**config.mk**
```make
export PLATFORM = sky130hd
export DESIGN_NAME = token_completion_scoreboard_core
export DESIGN_NICKNAME = d
export VERILOG_FILES = /design/src/rtl/tcs_pkg.sv /design/src/rtl/token_completion_scoreboard_core.sv
export SDC_FILE = /design/constraint.sdc
export NUM_CORES = 2
export LEC_CHECK = 0
export BUFFER_PORTS_ARGS = -buffer_cell sky130_fd_sc_hd__buf_2
export CAP_MARGIN = 20
export CORE_MARGIN = 2
export CORE_UTILIZATION = 35
export CTS_BUF_LIST = sky130_fd_sc_hd__clkbuf_16
export DETAILED_ROUTE_END_ITERATION = 7
export RECOVER_POWER = 25
export SLEW_MARGIN = 25
export SYNTH_ARGS = -nofsm -noshare
export SYNTH_HDL_FRONTEND = slang
export SYNTH_SLANG_ARGS = --single-unit
```
**constraint.sdc**
```tcl
create_clock -name clk_i -period 23.1 [get_ports clk_i]
set_input_delay 1.155 -clock clk_i [delete_from_list [all_inputs] [get_ports clk_i]]
set_output_delay 1.155 -clock clk_i [all_outputs]
set_load 0.01 [all_outputs]
```
**src/rtl/tcs_pkg.sv**
```systemverilog
// ----------------------------------------------------------------------------
// tcs_pkg
// Shared types and constants of the token completion scoreboard.
// ----------------------------------------------------------------------------
package tcs_pkg;

  localparam int unsigned CmdW   = 3;
  localparam int unsigned TokenW = 64;
  localparam int unsigned StatW  = 2;

  // Input item: command, resource token, frame token (lowest bit first)
  localparam int unsigned InBits  = CmdW + 2 * TokenW;
  localparam int unsigned InDataW = ((InBits + 7) / 8) * 8;

  // Result item: status, bad token field, is_ready (lowest bit first)
  localparam int unsigned OutBits  = StatW + 2;
  localparam int unsigned OutDataW = ((OutBits + 7) / 8) * 8;

  typedef enum logic [CmdW-1:0] {
    CMD_SCHEDULE = 3'd0,
    CMD_COMPLETE = 3'd1,
    CMD_FAIL     = 3'd2,
    CMD_READY    = 3'd3,
    CMD_RETIRE   = 3'd4,
    CMD_CLEAR    = 3'd5
  } cmd_e;

  typedef enum logic [StatW-1:0] {
    ST_OK      = 2'd0,
    ST_INVALID = 2'd1,
    ST_STALE   = 2'd2,
    ST_FULL    = 2'd3
  } status_e;

  typedef logic [TokenW-1:0] token_t;

  typedef struct packed {
    logic    is_ready;
    logic    bad_token_field;
    status_e status;
  } result_t;

endpackage

```
**src/rtl/token_completion_scoreboard_core.sv**
```systemverilog
// ----------------------------------------------------------------------------
// token_completion_scoreboard_core
// Associative scoreboard of resource tokens with frame completion marks.
// ----------------------------------------------------------------------------
// The block takes command items and returns exactly one result item for
// each, in order. An accepted item lands in an input register; while it
// sits there its 64-bit resource token is compared against every slot of
// the register table in parallel, and once the output register is free the
// slot is updated and the result is captured in the output register.
// Throughput is one item per cycle as long as the output side takes
// results. The parallel key compare plus the lowest-free-slot pick over
// TABLE_ENTRIES slots sets the cycle time. After reset the table is empty;
// no clearing pass is needed, a clear-all command is handled like any
// other. Scheduling a new key into a full table returns status full and
// leaves the table unchanged; zero tokens on schedule or complete return
// status invalid with the offending field named.
module token_completion_scoreboard_core
  import tcs_pkg::*;
#(
  parameter int unsigned TABLE_ENTRIES = 16
) (
  input  logic                clk_i,
  input  logic                rst_ni,
  // tdata: [2:0] command, [66:3] resource key, [130:67] frame generation, rest 0
  input  logic                s_axis_tvalid,
  output logic                s_axis_tready,
  input  logic [InDataW-1:0]  s_axis_tdata,
  // tdata: [1:0] status, [2] bad_token_field, [3] is_ready, rest 0
  output logic                m_axis_tvalid,
  input  logic                m_axis_tready,
  output logic [OutDataW-1:0] m_axis_tdata
);

  // Input register
  logic   in_vld_q;
  logic   [CmdW-1:0] in_cmd_q;
  token_t in_res_q;
  token_t in_frm_q;

  // Output register
  logic    out_vld_q;
  result_t out_q;
  result_t res_d;

  // Slot table
  logic   [TABLE_ENTRIES-1:0] used_q;
  logic   [TABLE_ENTRIES-1:0] done_q;
  token_t key_q   [TABLE_ENTRIES];
  token_t frame_q [TABLE_ENTRIES];

  logic out_free;
  logic fire;

  // Output slot frees when empty or taken this cycle
  assign out_free      = !out_vld_q || m_axis_tready;
  assign fire          = in_vld_q && out_free;
  assign s_axis_tready = !in_vld_q || out_free;

  always_ff @(posedge clk_i or negedge rst_ni) begin
    if (!rst_ni) begin
      in_vld_q <= 1'b0;
    end else if (s_axis_tready) begin
      in_vld_q <= s_axis_tvalid;
    end
  end

  always_ff @(posedge clk_i) begin
    if (s_axis_tready && s_axis_tvalid) begin
      in_cmd_q <= s_axis_tdata[CmdW-1:0];
      in_res_q <= s_axis_tdata[CmdW +: TokenW];
      in_frm_q <= s_axis_tdata[CmdW+TokenW +: TokenW];
    end
  end

  // --------------------------------------------------------------------------
  // Lookup and update decision
  // --------------------------------------------------------------------------
  logic [TABLE_ENTRIES-1:0] hit_vec;    // used slot holding the key (one-hot)
  logic [TABLE_ENTRIES-1:0] match_vec;  // hit and frame equal
  logic [TABLE_ENTRIES-1:0] free_vec;
  logic [TABLE_ENTRIES-1:0] free_low;   // lowest free slot, one-hot
  logic [TABLE_ENTRIES-1:0] sched_we;   // write key/frame, set used, clear done
  logic [TABLE_ENTRIES-1:0] done_set;
  logic [TABLE_ENTRIES-1:0] done_clr;
  logic [TABLE_ENTRIES-1:0] used_clr;
  logic                     found;
  logic                     matched;
  logic                     res_zero;
  logic                     frm_zero;

  always_comb begin
    for (int i = 0; i < TABLE_ENTRIES; i++) begin
      hit_vec[i]   = used_q[i] && (key_q[i] == in_res_q);
      match_vec[i] = hit_vec[i] && (frame_q[i] == in_frm_q);
    end
    found    = |hit_vec;
    matched  = |match_vec;
    free_vec = ~used_q;
    free_low = free_vec & (~free_vec + {{(TABLE_ENTRIES-1){1'b0}}, 1'b1});
    res_zero = (in_res_q == '0);
    frm_zero = (in_frm_q == '0);

    res_d.status          = ST_OK;
    res_d.bad_token_field = 1'b0;
    res_d.is_ready        = 1'b0;
    sched_we = '0;
    done_set = '0;
    done_clr = '0;
    used_clr = '0;

    case (in_cmd_q)
      CMD_SCHEDULE: begin
        if (res_zero) begin
          res_d.status = ST_INVALID;
        end else if (frm_zero) begin
          res_d.status          = ST_INVALID;
          res_d.bad_token_field = 1'b1;
        end else if (found) begin
          sched_we = hit_vec;
        end else if (|free_vec) begin
          sched_we = free_low;
        end else begin
          res_d.status = ST_FULL;
        end
      end
      CMD_COMPLETE: begin
        if (res_zero) begin
          res_d.status = ST_INVALID;
        end else if (frm_zero) begin
          res_d.status          = ST_INVALID;
          res_d.bad_token_field = 1'b1;
        end else if (!matched) begin
          res_d.status = ST_STALE;
        end else begin
          done_set = match_vec;
        end
      end
      CMD_FAIL: begin
        done_clr = match_vec;
      end
      CMD_READY: begin
        res_d.is_ready = |(match_vec & done_q);
      end
      CMD_RETIRE: begin
        used_clr = hit_vec;
        done_clr = hit_vec;
      end
      CMD_CLEAR: begin
        used_clr = '1;
        done_clr = '1;
      end
      default: begin
        // unknown command: no effect, status ok
      end
    endcase
  end

  // --------------------------------------------------------------------------
  // Table update
  // --------------------------------------------------------------------------
  always_ff @(posedge clk_i or negedge rst_ni) begin
    if (!rst_ni) begin
      used_q <= '0;
      done_q <= '0;
    end else if (fire) begin
      used_q <= (used_q & ~used_clr) | sched_we;
      done_q <= (done_q & ~(done_clr | sched_we)) | done_set;
    end
  end

  always_ff @(posedge clk_i) begin
    for (int i = 0; i < TABLE_ENTRIES; i++) begin
      if (fire && sched_we[i]) begin
        key_q[i]   <= in_res_q;
        frame_q[i] <= in_frm_q;
      end
    end
  end

  // --------------------------------------------------------------------------
  // Result register
  // --------------------------------------------------------------------------
  always_ff @(posedge clk_i or negedge rst_ni) begin
    if (!rst_ni) begin
      out_vld_q <= 1'b0;
    end else if (out_free) begin
      out_vld_q <= in_vld_q;
    end
  end

  always_ff @(posedge clk_i) begin
    if (fire) begin
      out_q <= res_d;
    end
  end

  assign m_axis_tvalid = out_vld_q;
  assign m_axis_tdata  = {{(OutDataW-OutBits){1'b0}}, out_q};

endmodule

```
==> flow_metrics.env <==
export IMPL_post_place_cells=9379
export IMPL_period_share_pct=38.7
export IMPL_num_vias=52400
export IMPL_die_area_um2=269000
export IMPL_grt_pass1_vias=50800
export IMPL_fmax_mhz=112
export IMPL_die_h_um=519
export IMPL_overflow=0
export IMPL_worst_pin_slew_ns=3.60
export IMPL_synth_main_ff_cell="edfxtp_1"
export IMPL_r2r_slack_ns=14.16
export IMPL_numCtsBuffers=216
export IMPL_worst_path_most_repeated_cell="nor4_1"
export IMPL_gp_congestion=0.903
export IMPL_ys_seq_elements=2217
export IMPL_path_clk_slew_ns=0.06
export IMPL_comb_power_share_pct=6.7
export IMPL_hold_end="in_res_q[44]"
export IMPL_synth_area_um2=92700
export IMPL_drcViolationCount=0
export IMPL_maxCapViolations=78
export IMPL_power_mw=8.52
export IMPL_synth_top_cell_by_area="edfxtp_1"
export IMPL_wl_per_cell_um=28.7
export IMPL_grt_max_degree=79
export IMPL_layout_commonest_cell="edfxtp_1"
export IMPL_p_seq_share_pct=52.7
export IMPL_critical_path_top_delay_family="buffers and inverters"
export IMPL_cp_end_kind="register"
export IMPL_yosys_top_cells_area="edfxtp_1 71%, xnor2_1 9.7%, xor2_1 7.1%"
export IMPL_cts_resized=0
export IMPL_clkPwrFrac_pct=40.6
export IMPL_peakVddDrop_mv=0.0675
export IMPL_fin_crit_ns=8.94
export IMPL_ant_nets=0
export IMPL_coreArea_um2=263000
export IMPL_clock_latency_ns=0.88
export IMPL_antenna_found_initial=38
export IMPL_cts_sinks=2217
export IMPL_syn_to_final_growth_pct=13.2
export IMPL_cts_root_buf="clkbuf_16"
export IMPL_async_flop_share_pct=1.53
export IMPL_final_cell_mix="2,183 x edfxtp_1, 1,027 x xnor2_1, 749 x xor2_1"
export IMPL_power_switching_mw=1.97
export IMPL_postCtsSetupRepairBufs=0
export IMPL_synth_cell_types=68
export IMPL_grt_use_total_pct=20.4
export IMPL_dr_pass1_iters=6
export IMPL_path_cells="clkbuf_1 -> clkinv_1 -> o221ai_1 -> nor4_1 -> nand4_1 -> nor3_2 -> nor4_1 -> nand4_2 -> nor4_1 -> a21o_4 -> buf_4"
export IMPL_avgSynthCellArea_um2=16.1
export IMPL_required_ns=23.56
export IMPL_min_from="s_axis_tdata[47]"
export IMPL_finalHoldViolCount=0
export IMPL_cts_tree="built"
export IMPL_wl_um=281000
export IMPL_final_cells=9780
export IMPL_vias_per_cell=5.36
export IMPL_fillers=24000
export IMPL_holdBufCountCts=0
export IMPL_setup_tns_ns=0
export IMPL_crit_arrival_ns=9.40
export IMPL_dp_hpwl_um=169000
export IMPL_critPathSlowestCell="clkbuf_1"
export IMPL_ys_seq_area_share_pct=71.6
export IMPL_critPathMaxStageDelay_ns=1.95
export IMPL_max_slew_margin_pct=-140
export IMPL_swShare_pct=23.1
export IMPL_fp_row_count=188
export IMPL_rr_startpoint="in_res_q[49]"
export IMPL_p_per_area_nw_per_um2=81.2
export IMPL_start_util_pct=35.2
export IMPL_clk_path_buf_depth=3
export IMPL_final_layout_size_suffix_gt1_share_pct=9.47
export IMPL_rsz0062_at_grt="no"
export IMPL_final_setup_viol_count=0
export IMPL_p_int_mw=6.55
export IMPL_num_io_pins=150
export IMPL_hold_depth=1
export IMPL_ys_warn_count=0
export IMPL_r2r_cells=11
export IMPL_synth_edf_count=2183
export IMPL_status="finished, violations left"
export IMPL_drv_slew=2018
export IMPL_synth_top_cell_area_share_pct=70.7
export IMPL_hp_class="in -> reg"
export IMPL_cp_start_kind="register"
export IMPL_h_tree_depth=4
export IMPL_nets=6222
export IMPL_portBuffers=140
export IMPL_die_x_um=519
export IMPL_violations="max-capacitance violations, max-slew violations"
export IMPL_r2r_end="key_q[1][292]"
export IMPL_worst_setup_path_type="reg -> reg"
export IMPL_grt_pass1_wl_um=392000
export IMPL_clock_skew_ns=0.0437
export IMPL_p_leak_nw=32.5
export IMPL_path_max_fanout=65
export IMPL_syn_inst=5747
export IMPL_drt_initial_drc_count=6300
export IMPL_path_buf_inv=3
==> power by group through the flow <==
stage / clock network (mW) / registers [mW] / logic, mW
after detailed placement: 0 / 4.57 / 0.574
after global placement: 0 / 4.57 / 0.565
after floorplan: 0 / 4.59 / 0.287
after global routing: 3.65 / 4.49 / 0.601
after CTS: 3.51 / 4.49 / 0.577
final: 3.46 / 4.49 / 0.574
==> metrics by stage <==
step / cell area, µm² / hold WS [ns] / util (%) / worst slack, ns
detailed placement: 98600 / 0.510 / 37.5 / 16.36
finish: 105000 / 0.455 / 39.9 / 14.16
global placement: 98500 / 0.505 / 37.5 / 16.45
CTS: 105000 / 0.382 / 40.1 / 16.27
global route: 105000 / 0.416 / 39.9 / 13.86
floorplan: 92700 / 0.471 / - / 7.04
==> worst max path at each step <==
stage | startpoint | endpoint | slack [ns] | depth (start not counted)
final | in_res_q[49] | key_q[1][292] | 14.16 | 11
after global routing | in_res_q[49] | frame_q[1][506] | 13.86 | 11
after CTS | in_res_q[55] | key_q[1][292] | 16.27 | 11
after detailed placement | in_res_q[55] | key_q[1][269] | 16.36 | 11
after global placement | in_res_q[55] | key_q[1][390] | 16.45 | 11
after floorplan | in_res_q[22] | frame_q[1][192] | 7.04 | 11
==> sequential cells by signal (all words and copies together), names as in the netlist <==
name and count:
m_axis_tvalid 1, in_cmd_q 3, in_vld_q 1, done_q 16, in_res_q 64, used_q 16
in_frm_q 64, key_q 1024, frame_q 1024, m_axis_tdata 4
==> cell usage after synthesis (4+ instances only) <==
cell type / n
a222oi_1: 5
a22o_1: 20
nand2_1: 47
o2bb2ai_1: 19
nand4_1: 321
a2111oi_0: 14
clkinv_1: 6
o21ai_0: 21
o21ai_1: 5
xor2_1: 749
edfxtp_1: 2183
and4_1: 6
nor4_1: 324
o211ai_1: 16
o22ai_1: 24
buf_2: 171
and3_1: 4
nor3_1: 38
dfrtp_1: 34
a2bb2oi_1: 6
or3_1: 5
nor2b_1: 36
xnor2_1: 1027
a2111o_1: 4
nand3_1: 36
a21o_1: 12
a221oi_1: 14
o221ai_1: 10
nand3b_1: 6
o31ai_1: 7
nor2_1: 29
a21oi_1: 11
inv_1: 82
o2111ai_1: 63
o21a_1: 12
nand2b_1: 202
o2111a_1: 4
a22oi_1: 13
clkbuf_1: 76
buf_4: 23
a221o_1: 13
==> per-layer routing <==
layer | vias up | global-route usage (%) | routed length, µm
li1 | 22100 | - | -
met1 | 27400 | 28.9 | 121000
met2 | 2345 | 31.6 | 126000
met3 | 501 | 3.23 | 22800
met4 | 24 | 7.55 | 11300
met5 | - | 0 | 121
==> cell type report <==
cell class              instances  area (µm²)  area share, %
well taps                    3515        4400           4.19
repair buffers                389        2100           2.00
clock inverters               175        1310           1.25
flip-flops and latches       2217       66400           63.3
diodes                          5        12.5         0.0119
clock buffers                 221        5530           5.27
inverters                      90         338          0.322
multi-input cells            3168       24800           23.7
==> cell families after synthesis <==
| kind of cell | after synthesis | share of synthesized area (%) |
|---|---|---|
| and+or+nand+nor | 1075 | 7.05 |
| DFF | 2217 | 71.6 |
| other | 1 | 0.00405 |
| xor gates and xnor gates | 1776 | 16.8 |
| buffers and inverters | 365 | 1.82 |
| AOI/OAI and AO/OA | 313 | 2.71 |
==> worst register-to-register path, stage by stage (launching register included) <==
cell and delay, ns:
edfxtp_1 0.34, clkbuf_1 1.95, clkinv_1 1.62, o221ai_1 0.48
nor4_1 0.11, nand4_1 0.36, nor3_2 0.22, nor4_1 0.33
nand4_2 0.72, nor4_1 0.73, a21o_4 0.68, buf_4 0.90
Note: power is estimated with default switching activity, not from simulation.
